$ cat src/sv/sha256_pkg.sv
// SHA-256 package: round constants, initial hash values, round and schedule helpers.
// Used by sha256_dp, sha256_ctrl and the top level.
package sha256_pkg;

  localparam int WordW  = 32;
  localparam int Rounds = 64;

  typedef logic [WordW-1:0] word_t;

  // controller -> datapath commands
  typedef struct packed {
    logic       load_byte;   // write cur_byte at fill position
    logic [7:0] cur_byte;
    logic       init_hash;   // reload initial hash values
    logic       start_round; // copy hash into working vars, load schedule
    logic       do_round;    // one compression round
    logic [5:0] round_idx;
    logic       add_hash;    // fold working vars into hash
    logic [2:0] out_sel;     // digest word select
  } dp_cmd_t;

  function automatic word_t round_k(input logic [5:0] i);
    word_t k [Rounds] = '{
      32'h428a2f98, 32'h71374491, 32'hb5c0fbcf, 32'he9b5dba5,
      32'h3956c25b, 32'h59f111f1, 32'h923f82a4, 32'hab1c5ed5,
      32'hd807aa98, 32'h12835b01, 32'h243185be, 32'h550c7dc3,
      32'h72be5d74, 32'h80deb1fe, 32'h9bdc06a7, 32'hc19bf174,
      32'he49b69c1, 32'hefbe4786, 32'h0fc19dc6, 32'h240ca1cc,
      32'h2de92c6f, 32'h4a7484aa, 32'h5cb0a9dc, 32'h76f988da,
      32'h983e5152, 32'ha831c66d, 32'hb00327c8, 32'hbf597fc7,
      32'hc6e00bf3, 32'hd5a79147, 32'h06ca6351, 32'h14292967,
      32'h27b70a85, 32'h2e1b2138, 32'h4d2c6dfc, 32'h53380d13,
      32'h650a7354, 32'h766a0abb, 32'h81c2c92e, 32'h92722c85,
      32'ha2bfe8a1, 32'ha81a664b, 32'hc24b8b70, 32'hc76c51a3,
      32'hd192e819, 32'hd6990624, 32'hf40e3585, 32'h106aa070,
      32'h19a4c116, 32'h1e376c08, 32'h2748774c, 32'h34b0bcb5,
      32'h391c0cb3, 32'h4ed8aa4a, 32'h5b9cca4f, 32'h682e6ff3,
      32'h748f82ee, 32'h78a5636f, 32'h84c87814, 32'h8cc70208,
      32'h90befffa, 32'ha4506ceb, 32'hbef9a3f7, 32'hc67178f2};
    return k[i];
  endfunction

  function automatic word_t init_h(input logic [2:0] i);
    word_t h [8] = '{
      32'h6a09e667, 32'hbb67ae85, 32'h3c6ef372, 32'ha54ff53a,
      32'h510e527f, 32'h9b05688c, 32'h1f83d9ab, 32'h5be0cd19};
    return h[i];
  endfunction

  function automatic word_t ror(input word_t x, input int n);
    return (x >> n) | (x << (WordW - n));
  endfunction

endpackage

$ cat src/sv/sha256_dp.sv
// SHA-256 datapath: block buffer, 16-word schedule shift line, working
// variables, hash words. Depends on sha256_pkg.
module sha256_dp (
  input  logic                clk,
  input  sha256_pkg::dp_cmd_t cmd,
  input  logic [5:0]          fill,
  output logic [31:0]         digest
);
  import sha256_pkg::*;

  word_t blk [16];
  word_t w   [16];
  word_t v   [8];
  word_t h   [8];
  word_t s0, s1, w_new, big1, big0, ch, maj, t1, t2;
  word_t blk_wr;
  logic [3:0] widx;
  logic [4:0] sh;

  assign widx = fill[5:2];
  assign sh   = 5'(24 - 8 * int'(fill[1:0]));

  // word at the fill position with the current byte merged in
  assign blk_wr = (blk[widx] & ~(word_t'(8'hff) << sh)) | (word_t'(cmd.cur_byte) << sh);

  always_comb begin
    s0    = ror(w[1], 7) ^ ror(w[1], 18) ^ (w[1] >> 3);
    s1    = ror(w[14], 17) ^ ror(w[14], 19) ^ (w[14] >> 10);
    w_new = w[0] + s0 + w[9] + s1;
    big1  = ror(v[4], 6) ^ ror(v[4], 11) ^ ror(v[4], 25);
    ch    = (v[4] & v[5]) ^ (~v[4] & v[6]);
    t1    = v[7] + big1 + ch + round_k(cmd.round_idx) + w[0];
    big0  = ror(v[0], 2) ^ ror(v[0], 13) ^ ror(v[0], 22);
    maj   = (v[0] & v[1]) ^ (v[0] & v[2]) ^ (v[1] & v[2]);
    t2    = big0 + maj;
  end

  assign digest = h[cmd.out_sel];

  always_ff @(posedge clk) begin
    if (cmd.load_byte) begin
      blk[widx] <= blk_wr;
    end
    if (cmd.start_round) begin
      // start comes with the byte at position 63, which lands in word 15
      for (int i = 0; i < 15; i++) w[i] <= blk[i];
      w[15] <= blk_wr;
      for (int i = 0; i < 8; i++) v[i] <= h[i];
    end else if (cmd.do_round) begin
      for (int i = 0; i < 15; i++) w[i] <= w[i+1];
      w[15] <= w_new;
      for (int i = 1; i < 8; i++) begin
        if (i != 4) v[i] <= v[i-1];
      end
      v[4] <= v[3] + t1;
      v[0] <= t1 + t2;
    end
    if (cmd.init_hash) begin
      for (int i = 0; i < 8; i++) h[i] <= init_h(3'(i));
    end else if (cmd.add_hash) begin
      for (int i = 0; i < 8; i++) h[i] <= h[i] + v[i];
    end
  end
endmodule

$ cat src/sv/sha256_ctrl.sv
// SHA-256 controller: byte intake, padding sequencer, round counter, digest output.
// Depends on sha256_pkg; drives sha256_dp through dp_cmd_t.
module sha256_ctrl (
  input  logic                clk,
  input  logic                rst,
  input  logic                in_valid,
  output logic                in_ready,
  input  logic [7:0]          in_byte,
  input  logic                in_present,
  input  logic                in_end,
  output logic                out_valid,
  input  logic                out_ready,
  output logic [2:0]          out_idx,
  output sha256_pkg::dp_cmd_t cmd,
  output logic [5:0]          fill
);
  import sha256_pkg::*;

  typedef enum logic [2:0] {
    IDLE, PAD, ROUND, ADD, EMIT
  } state_t;

  state_t      state;
  logic [63:0] bit_count;
  logic [63:0] len;
  logic        finishing;
  logic        pad_first;
  logic [5:0]  rnd;
  logic        full;
  logic [2:0]  out_sel;
  logic        len_blk;    // current padding block carries the length
  logic        length_in;  // final padded block has gone into the rounds
  logic [7:0]  pad_byte;

  assign in_ready  = (state == IDLE);
  assign out_valid = (state == EMIT);
  assign out_idx   = out_sel;

  // pad byte for the current fill position
  always_comb begin
    if (pad_first) pad_byte = 8'h80;
    else if (len_blk && fill >= 6'd56) pad_byte = len[8*(7 - int'(fill[2:0])) +: 8];
    else pad_byte = 8'h00;
  end

  always_comb begin
    cmd.cur_byte    = (state == IDLE) ? in_byte : pad_byte;
    cmd.load_byte   = (state == IDLE && in_valid && in_present) || (state == PAD);
    cmd.start_round = cmd.load_byte && (fill == 6'd63);
    cmd.do_round    = (state == ROUND);
    cmd.round_idx   = rnd;
    cmd.add_hash    = (state == ADD);
    cmd.init_hash   = rst || (state == EMIT && out_ready && out_sel == 3'd7);
    cmd.out_sel     = out_sel;
  end
  assign full = cmd.start_round;

  always_ff @(posedge clk) begin
    if (rst) begin
      state     <= IDLE;
      fill      <= '0;
      bit_count <= '0;
      finishing <= 1'b0;
      pad_first <= 1'b0;
      rnd       <= '0;
      out_sel   <= '0;
      len       <= '0;
      len_blk   <= 1'b0;
      length_in <= 1'b0;
    end else begin
      case (state)
        IDLE: begin
          if (in_valid) begin
            if (in_present) fill <= fill + 6'd1;
            if (in_end) begin
              len       <= in_present ? bit_count + 64'd8 : bit_count;
              finishing <= 1'b1;
              pad_first <= 1'b1;
            end
            if (in_present) bit_count <= bit_count + 64'd8;
            if (full) begin
              state <= ROUND;
              rnd   <= '0;
            end else if (in_end) begin
              state <= PAD;
            end
          end
        end
        PAD: begin
          pad_first <= 1'b0;
          fill      <= fill + 6'd1;
          // 0x80 below byte 56 leaves room for the length in this block
          if (pad_first && fill < 6'd56) len_blk <= 1'b1;
          if (fill == 6'd63) begin
            if (len_blk) length_in <= 1'b1;
            else len_blk <= 1'b1;
          end
          if (full) begin
            state <= ROUND;
            rnd   <= '0;
          end
        end
        ROUND: begin
          rnd <= rnd + 6'd1;
          if (rnd == 6'(Rounds - 1)) state <= ADD;
        end
        ADD: begin
          if (finishing && length_in) begin
            state   <= EMIT;
            out_sel <= '0;
          end else if (finishing) state <= PAD;
          else state <= IDLE;
        end
        EMIT: begin
          if (out_ready) begin
            out_sel <= out_sel + 3'd1;
            if (out_sel == 3'd7) begin
              state     <= IDLE;
              finishing <= 1'b0;
              bit_count <= '0;
              fill      <= '0;
              len_blk   <= 1'b0;
              length_in <= 1'b0;
            end
          end
        end
        default: state <= IDLE;
      endcase
    end
  end
endmodule

$ cat src/sv/sha256_byte_stream_hasher.sv
// SHA-256 byte stream hasher, top level.
// Instantiates sha256_ctrl and sha256_dp; depends on sha256_pkg.
//
// Input stream: one item per transfer; tdata carries the message byte, tuser
// marks whether the byte is present, tlast ends the message. Output stream:
// eight transfers per message, digest words most significant first, tuser
// holds the word index, tlast flags the eighth word.
// A byte is taken while the controller is idle; the 64th byte of a block
// starts 64 rounds (one round per cycle, one shared round unit), and then
// the ADD state folds the working variables into the hash. At end of
// message the padding bytes go in one per cycle and then the final block is
// compressed; if the length does not fit, two blocks are compressed.
// The input is not ready while rounds, padding or output run. The digest is
// held until the receiver takes each word; a stall just holds it.
// Reset (rst, synchronous) loads the initial hash values and clears counters.
module sha256_byte_stream_hasher (
  input  logic        clk,
  input  logic        rst,
  input  logic        s_tvalid,
  output logic        s_tready,
  input  logic [7:0]  s_tdata,  // [7:0] data_byte
  input  logic        s_tuser,  // [0] byte_present
  input  logic        s_tlast,  // end_of_message
  output logic        m_tvalid,
  input  logic        m_tready,
  output logic [31:0] m_tdata,  // [31:0] digest_word
  output logic [2:0]  m_tuser,  // [2:0] word_index
  output logic        m_tlast   // last_word
);
  import sha256_pkg::*;

  dp_cmd_t    cmd;
  logic [5:0] fill;

  sha256_ctrl u_ctrl (
    .clk, .rst,
    .in_valid(s_tvalid), .in_ready(s_tready), .in_byte(s_tdata),
    .in_present(s_tuser), .in_end(s_tlast),
    .out_valid(m_tvalid), .out_ready(m_tready), .out_idx(m_tuser),
    .cmd, .fill
  );

  sha256_dp u_dp (.clk, .cmd, .fill, .digest(m_tdata));

  assign m_tlast = (m_tuser == 3'd7);

  a_no_overlap: assert property (@(posedge clk) disable iff (rst)
    !(s_tready && m_tvalid)) else $error("input open while digest out");
  a_index_step: assert property (@(posedge clk) disable iff (rst)
    (m_tvalid && m_tready && !m_tlast) |=> (m_tvalid && m_tuser == $past(m_tuser) + 3'd1))
    else $error("digest word index skipped");
  a_round_busy: assert property (@(posedge clk) disable iff (rst)
    cmd.do_round |-> !s_tready) else $error("input taken during rounds");
endmodule
$ cat config.mk
export PLATFORM = sky130hd
export DESIGN_NAME = sha256_byte_stream_hasher
export DESIGN_NICKNAME = d
export VERILOG_FILES = /design/src/sv/sha256_pkg.sv /design/src/sv/sha256_dp.sv /design/src/sv/sha256_ctrl.sv /design/src/sv/sha256_byte_stream_hasher.sv
export SDC_FILE = /design/constraint.sdc
export NUM_CORES = 2
export LEC_CHECK = 0
export ABC_AREA = 1
export ABC_CLOCK_PERIOD_IN_PS = 29700
export BUFFER_PORTS_ARGS = -buffer_cell sky130_fd_sc_hd__buf_4
export CORE_MARGIN = 8
export CORE_UTILIZATION = 45
export DETAILED_ROUTE_END_ITERATION = 6
export PLACE_DENSITY = 0.64
export RECOVER_POWER = 50
export SLEW_MARGIN = 20
export SYNTH_ARGS = -nofsm -noshare
export SYNTH_HDL_FRONTEND = slang
export SYNTH_SLANG_ARGS = --single-unit
$ cat constraint.sdc
create_clock -name clk -period 29.7 [get_ports clk]
set_input_delay 2.97 -clock clk [delete_from_list [all_inputs] [get_ports clk]]
set_output_delay 2.97 -clock clk [all_outputs]
set_load 0.05 [all_outputs]
After elaboration in Yosys (flattened, before gate mapping)
Memories as Yosys holds them, arrays and structs flattened. A register that Yosys moved wholly into a read port is not among the register bits.
Cells that the tools add are included.
{"block": "totals", "ff_bits": 150, "ram_bits": 1536, "rom_bits": 2048, "in_bits": 14, "output_inout_bits": 38, "mem_count": 5}
{"block": "classes", "n_addsub": 24, "n_lt_le_gt_ge": 3, "n_eq_ne": 18, "n_shift": 3, "n_mux": 92, "bitwise": 63, "reduce_logical": 27}
{"memory": "(no name shown)", "words": 64, "width": 32, "read_ports": 1, "rd_clocked_by_memory_dff": 0, "wr": 0, "line": "sha256_pkg.sv:40", "source": "return k[i];"}
{"memory": "u_dp.blk", "words": 16, "width": 32, "read_ports": 16, "rd_clocked_by_memory_dff": 1, "wr": 1, "line": "sha256_dp.sv:11", "source": "word_t blk [16];"}
{"memory": "u_dp.w", "words": 16, "width": 32, "read_ports": 16, "rd_clocked_by_memory_dff": 0, "wr": 16, "line": "sha256_dp.sv:12", "source": "word_t w [16];"}
{"memory": "u_dp.h", "words": 8, "width": 32, "read_ports": 9, "rd_clocked_by_memory_dff": 1, "wr": 8, "line": "sha256_dp.sv:14", "source": "word_t h [8];"}
{"memory": "u_dp.v", "words": 8, "width": 32, "read_ports": 8, "rd_clocked_by_memory_dff": 0, "wr": 8, "line": "sha256_dp.sv:13", "source": "word_t v [8];"}
{"cell": "$mux 32", "n": 34}
{"cell": "$add 32x32->32", "n": 18}
{"cell": "$xor 32x32->32", "n": 9}
{"cell": "$mux 64", "n": 4}
{"cell": "$and 32x32->32", "n": 6}
{"cell": "$pmux 64 s2", "n": 1}
{"cell": "$add 64x4->64 const B", "n": 1}
{"cell": "$not 32->32", "n": 2}
{"cell": "$shiftx 64x32->8", "n": 1}
{"cell": "$mux 3", "n": 12}
{"cell": "$mux 6", "n": 6}
{"cell": "$pmux 6 s3", "n": 2}
{"cell": "$or 1x1->1", "n": 32}
{"cell": "$or 10x32->32", "n": 1}
{"cell": "$or 13x32->32", "n": 1}
{"cell": "$or 14x32->32", "n": 1}
{"cell": "$or 15x32->32", "n": 1}
{"cell": "$or 19x32->32", "n": 1}
{"cell": "$or 21x32->32", "n": 1}
{"cell": "$or 25x32->32", "n": 1}
{"cell": "$or 26x32->32", "n": 1}
{"cell": "$or 30x32->32", "n": 1}
{"cell": "$or 32x32->32", "n": 1}
{"cell": "$or 7x32->32", "n": 1}
{"cell": "other kinds (35)", "n": 91}

Logic depth before layout (Yosys ltp)
An unclocked memory read counts as a cell.
{"block": "logic_depth", "depth_word": 10, "ltp_mapped": 46, "ltp_nobuf": 45}

Cells and area by module
Synthesis repeated with hierarchy kept, for this count alone.
{"block": "unflattened", "hier_cells": 11635, "area_unflattened_um2": 101703.8}
{"mod": "sha256_dp", "n_inst": 1, "cells_each": 10375, "area_per_inst_um2": 93514.7}
{"mod": "sha256_ctrl", "n_inst": 1, "cells_each": 1257, "area_per_inst_um2": 8175.3}
{"mod": "sha256_byte_stream_hasher", "n_inst": 1, "cells_each": 3, "area_per_inst_um2": 13.8}

Worst setup path after synthesis
OpenSTA, ideal clock, no wires.
{"block": "synth_path", "kind": "input to register", "from": "input port s_tvalid", "to": "register u_ctrl.rnd[4]", "t_arrival_ns": 14.320, "required_time_ns": 29.533, "path_slack_ns": 15.213, "stages": 9, "path_buffers": 0, "cell_sequence": "inv_1 > nor2_1 > nand2_1 > nand2_2 > nand2_2 > nand2_2 > inv_1 > nor4_1 > nor3_1"}
{"block": "synth_between", "elab_chain_len": 7, "elab_cells_between_ends": 9, "cone_classes": "eq/ne (1); mux (3); reduce/logical (5)"}
{"item": "start, declared", "line": "sha256_byte_stream_hasher.sv:19", "source": "input logic s_tvalid,"}
{"item": "$logic_and 1x1->1 (2 in a row)", "line": "sha256_ctrl.sv:48", "source": "cmd.load_byte = (state == IDLE && in_valid && in_present) || (state == PAD);"}
{"item": "$logic_or 1x1->1", "line": "sha256_ctrl.sv:48"}
{"item": "$logic_and 1x1->1", "line": "sha256_ctrl.sv:49", "source": "cmd.start_round = cmd.load_byte && (fill == 6'd63);"}
{"item": "$mux 6 (2 in a row)"}
{"item": "$pmux 6 s3"}
{"item": "end signal, assigned", "line": "sha256_ctrl.sv:104", "source": "rnd <= rnd + 6'd1;"}
{"item": "end, declared", "line": "sha256_ctrl.sv:28", "source": "logic [5:0] rnd;"}
Parallel ways exist; a longest one is shown, timed or not. The select of a mux whose other input is x is not followed.
A chain may end at the register's enable or synchronous reset.

==> impl_metrics.tcl <==
set metrics [dict create \
    die_w_um 497 \
    end_kind "flop" \
    powerDensity_mw_per_mm2 47.5 \
    initialDrtViolationCount 10900 \
    drive_above_1_share 0.0418 \
    post-cts-setup-buffers 0 \
    clock.fmax_mhz 76.9 \
    ys_seq_area_frac 0.471 \
    first_global_vias 86900 \
    crit_arrival_ns 13.42 \
    synth_flop_cell "edfxtp_1" \
    layout_min_cycle_time_ns 13.00 \
    hold_viol 0 \
    crit_required_ns 30.13 \
    synthMuxAreaShare 0 \
    maxCapViolCount 49 \
    path_class "in2reg" \
    routabilityCongestion 1.04 \
    dieArea_mm2 0.247 \
    drt-total-wl_um 430000 \
    antenna_found_initial 18 \
    yosys.area_share.xor_xnor 0.0311 \
    fin_crit_sh 0.438 \
    synth-edff-count 1536 \
    setup_tns_ns 0 \
    syn2layout_area_growth_pct 8.97 \
    synth_area_leaders "edfxtp_1 (44%), nand2_1 (12%), o21ai_0 (6.3%)" \
    max_slew_margin -5.63 \
    ys_types 63 \
    htreeDepth 4 \
    synthTopCellsByCount "nand2_1 (3,218), edfxtp_1 (1,536), inv_1 (1,369)" \
    ant_nets 0 \
    clockBufferDepth 3 \
    numCtsBuffers 189 \
    cp_max_fo 101 \
    synth_top_area_cell "edfxtp_1" \
    cp-start-kind "input port" \
    rows 176 \
    die_height_um 497 \
    max_slew.worst_pin.slew_ns 9.95 \
    first_pass_iters 7 \
    grt_pass1_wl_um 611000 \
    rsz0062_at_grt "false" \
    slew_viol_final 2358 \
    min_path_type "reg2reg" \
    syn_area_mm2 0.104 \
    cts-resized-gates 0 \
    synth_compound_area_frac 0.147 \
    vdd_drop_max_mv 0.0537 \
    grt_start_max_net_pins 240 \
    drc 2 \
    io_pins 52 \
    synth-seq-cells 1687 \
    clk_latency_ns 0.89 \
    placed_area_mm2 0.108 \
    fin_area_mm2 0.114 \
    hpwl_um 320000 \
    synth_top_family_by_area "simple AND/OR/NAND/NOR gates" \
    layout.nets 12900 \
    run_status "finished, violations left" \
    grtUsageTotal 0.332 \
    syn-num-nets 13000 \
    setup_viol 0 \
    cts_num_sinks 1687 \
    synth_top_area_frac 0.442 \
    wl_per_cell_um 27.8 \
    cts_hold_buf 0 \
    synth_cells 12400 \
    synth_warnings 0 \
    start_util 0.453 \
    yosys.area_share.simple 0.197 \
    violations "design-rule violations, max-capacitance violations, max-slew violations" \
    finClkSkew_ns 0.0860 \
    cts_tree "built" \
    core-area_mm2 0.230 \
    port_buffers 51 \
    cts_root_buffer "clkbuf_16" \
    grt-ovfl-total 0 \
    viasPerCell 5.93 \
    syn_avg_cell_area_um2 8.41 \
    synthAdderAreaFrac 0.0850 \
    route.vias.total 91700 \
    async_flop_share 0 \
    p_leak_nw 46.3 \
    cts.reportedPaths.clkPinSlew_ns 0.06 \
    yosysMostFrequentCell "nand2_1" \
]
==> cell type report <==
type | instances | area [µm²]
Multi-Input combinational cell | 8849 | 48100
Clock buffer | 218 | 4880
Timing Repair Buffer | 162 | 1090
Fill cell | 22100 | 117000
Sequential cell | 1687 | 49200
Clock inverter | 131 | 1420
Inverter | 1387 | 5220
Tap cell | 3026 | 3790
Antenna cell | 12 | 30.0
==> report_power, final <==
part,internal [mW],switching [mW]
clock,1.34,1.06
combinational,0.0736,0.240
sequential,2.65,0.0307
total,4.06,1.33
==> metal layers <==
layer  track usage  share of wire  wire length (µm)
met5             0        0.00010                43
met4         0.157          0.059             25500
met3        0.0725          0.097             41700
met2         0.525           0.44            191000
met1         0.436           0.40            171000
==> registers in the layout (all words and copies together) (netlist names), named ones only <==
| signal | cells |
|---|---|
| u_dp.w | 512 |
| u_ctrl.len_blk | 1 |
| u_ctrl.bit_count | 61 |
| u_ctrl.state | 3 |
| u_ctrl.finishing | 1 |
| u_ctrl.pad_first | 1 |
| u_ctrl.out_idx | 3 |
| u_dp.h | 256 |
| u_dp.blk | 512 |
| u_dp.v | 256 |
| u_ctrl.rnd | 6 |
| u_ctrl.length_in | 1 |
| u_ctrl.len | 61 |
| u_ctrl.fill | 6 |
==> cells in the final DEF, fill, tap and decap left out, types with 63 or more instances in the layout <==
| cell | netlist | layout |
|---|---|---|
| ha_1 | 397 | 397 |
| nor2_1 | 1049 | 1040 |
| nand3_1 | 454 | 454 |
| xnor2_1 | 164 | 164 |
| nor3_1 | 112 | 112 |
| fa_1 | 195 | 195 |
| o221ai_1 | 64 | 64 |
| a21o_1 | 67 | 67 |
| buf_4 | 3 | 121 |
| inv_1 | 1369 | 1363 |
| clkbuf_16 | 0 | 190 |
| dfxtp_1 | 151 | 146 |
| nand4_1 | 117 | 117 |
| edfxtp_1 | 1536 | 1536 |
| a21oi_1 | 930 | 930 |
| a31oi_1 | 66 | 66 |
| o21ai_0 | 1314 | 1317 |
| clkbuf_1 | 362 | 64 |
| xor2_1 | 206 | 206 |
| o21a_1 | 63 | 63 |
| nand2_1 | 3218 | 3222 |
| o211ai_1 | 80 | 80 |
==> cell families (layout without fill, tap and decap cells) <==
family,Yosys count,in the layout
AO/OA/AOI/OAI,2801,2801
buffers and inverters,1874,1898
XOR/XNOR,370,370
AND/OR/NAND/NOR,5086,5086
flip-flops,1687,1687
other,0,12
adder cells (fa/ha/maj),592,592
==> metrics by stage <==
| stage | utilization | power [mW] | cells | setup WS (ns) | hold WS (ns) |
|---|---|---|---|---|---|
| 5_1_grt | 0.493 | 5.53 | 15500 | 16.27 | 0.480 |
| 3_3_place_gp | 0.467 | 3.03 | 15100 | 20.05 | 0.455 |
| 4_1_cts | 0.495 | 5.41 | 15500 | 20.18 | 0.453 |
| 6_report | 0.493 | 5.40 | 15500 | 16.70 | 0.464 |
| 3_5_place_dp | 0.467 | 3.04 | 15100 | 20.19 | 0.457 |
| 2_1_floorplan | - | 2.90 | 12400 | 15.21 | 0.441 |
==> worst max-delay path: stages <==
cell,delay (ns)
clkbuf_4,0.10
inv_1,0.12
nor2_4,0.12
clkbuf_1,2.18
nand2_1,0.11
nand2_1,0.31
nand2_1,0.61
nand2_1,3.58
buf_4,1.02
buf_4,0.78
buf_4,0.94
==> final timing paths <==
path | start | endpoint | slack, ns | depth (start not counted)
worst max-delay path | s_tvalid | u_dp.v[3][58]$_DFFE_PP_ | 16.70 | 11
worst min-delay path | u_ctrl.len[59]$_SDFFE_PP0P_ | u_ctrl.len[59]$_SDFFE_PP0P_ | 0.46 | 2
worst max register to register | u_ctrl.state[2]$_SDFFE_PP0P_ | u_dp.v[0][29]$_DFFE_PP_ | 17.24 | 6
worst min register to register | u_ctrl.len[59]$_SDFFE_PP0P_ | u_ctrl.len[59]$_SDFFE_PP0P_ | 0.46 | 2
Note: power is estimated with default switching activity, not from simulation.
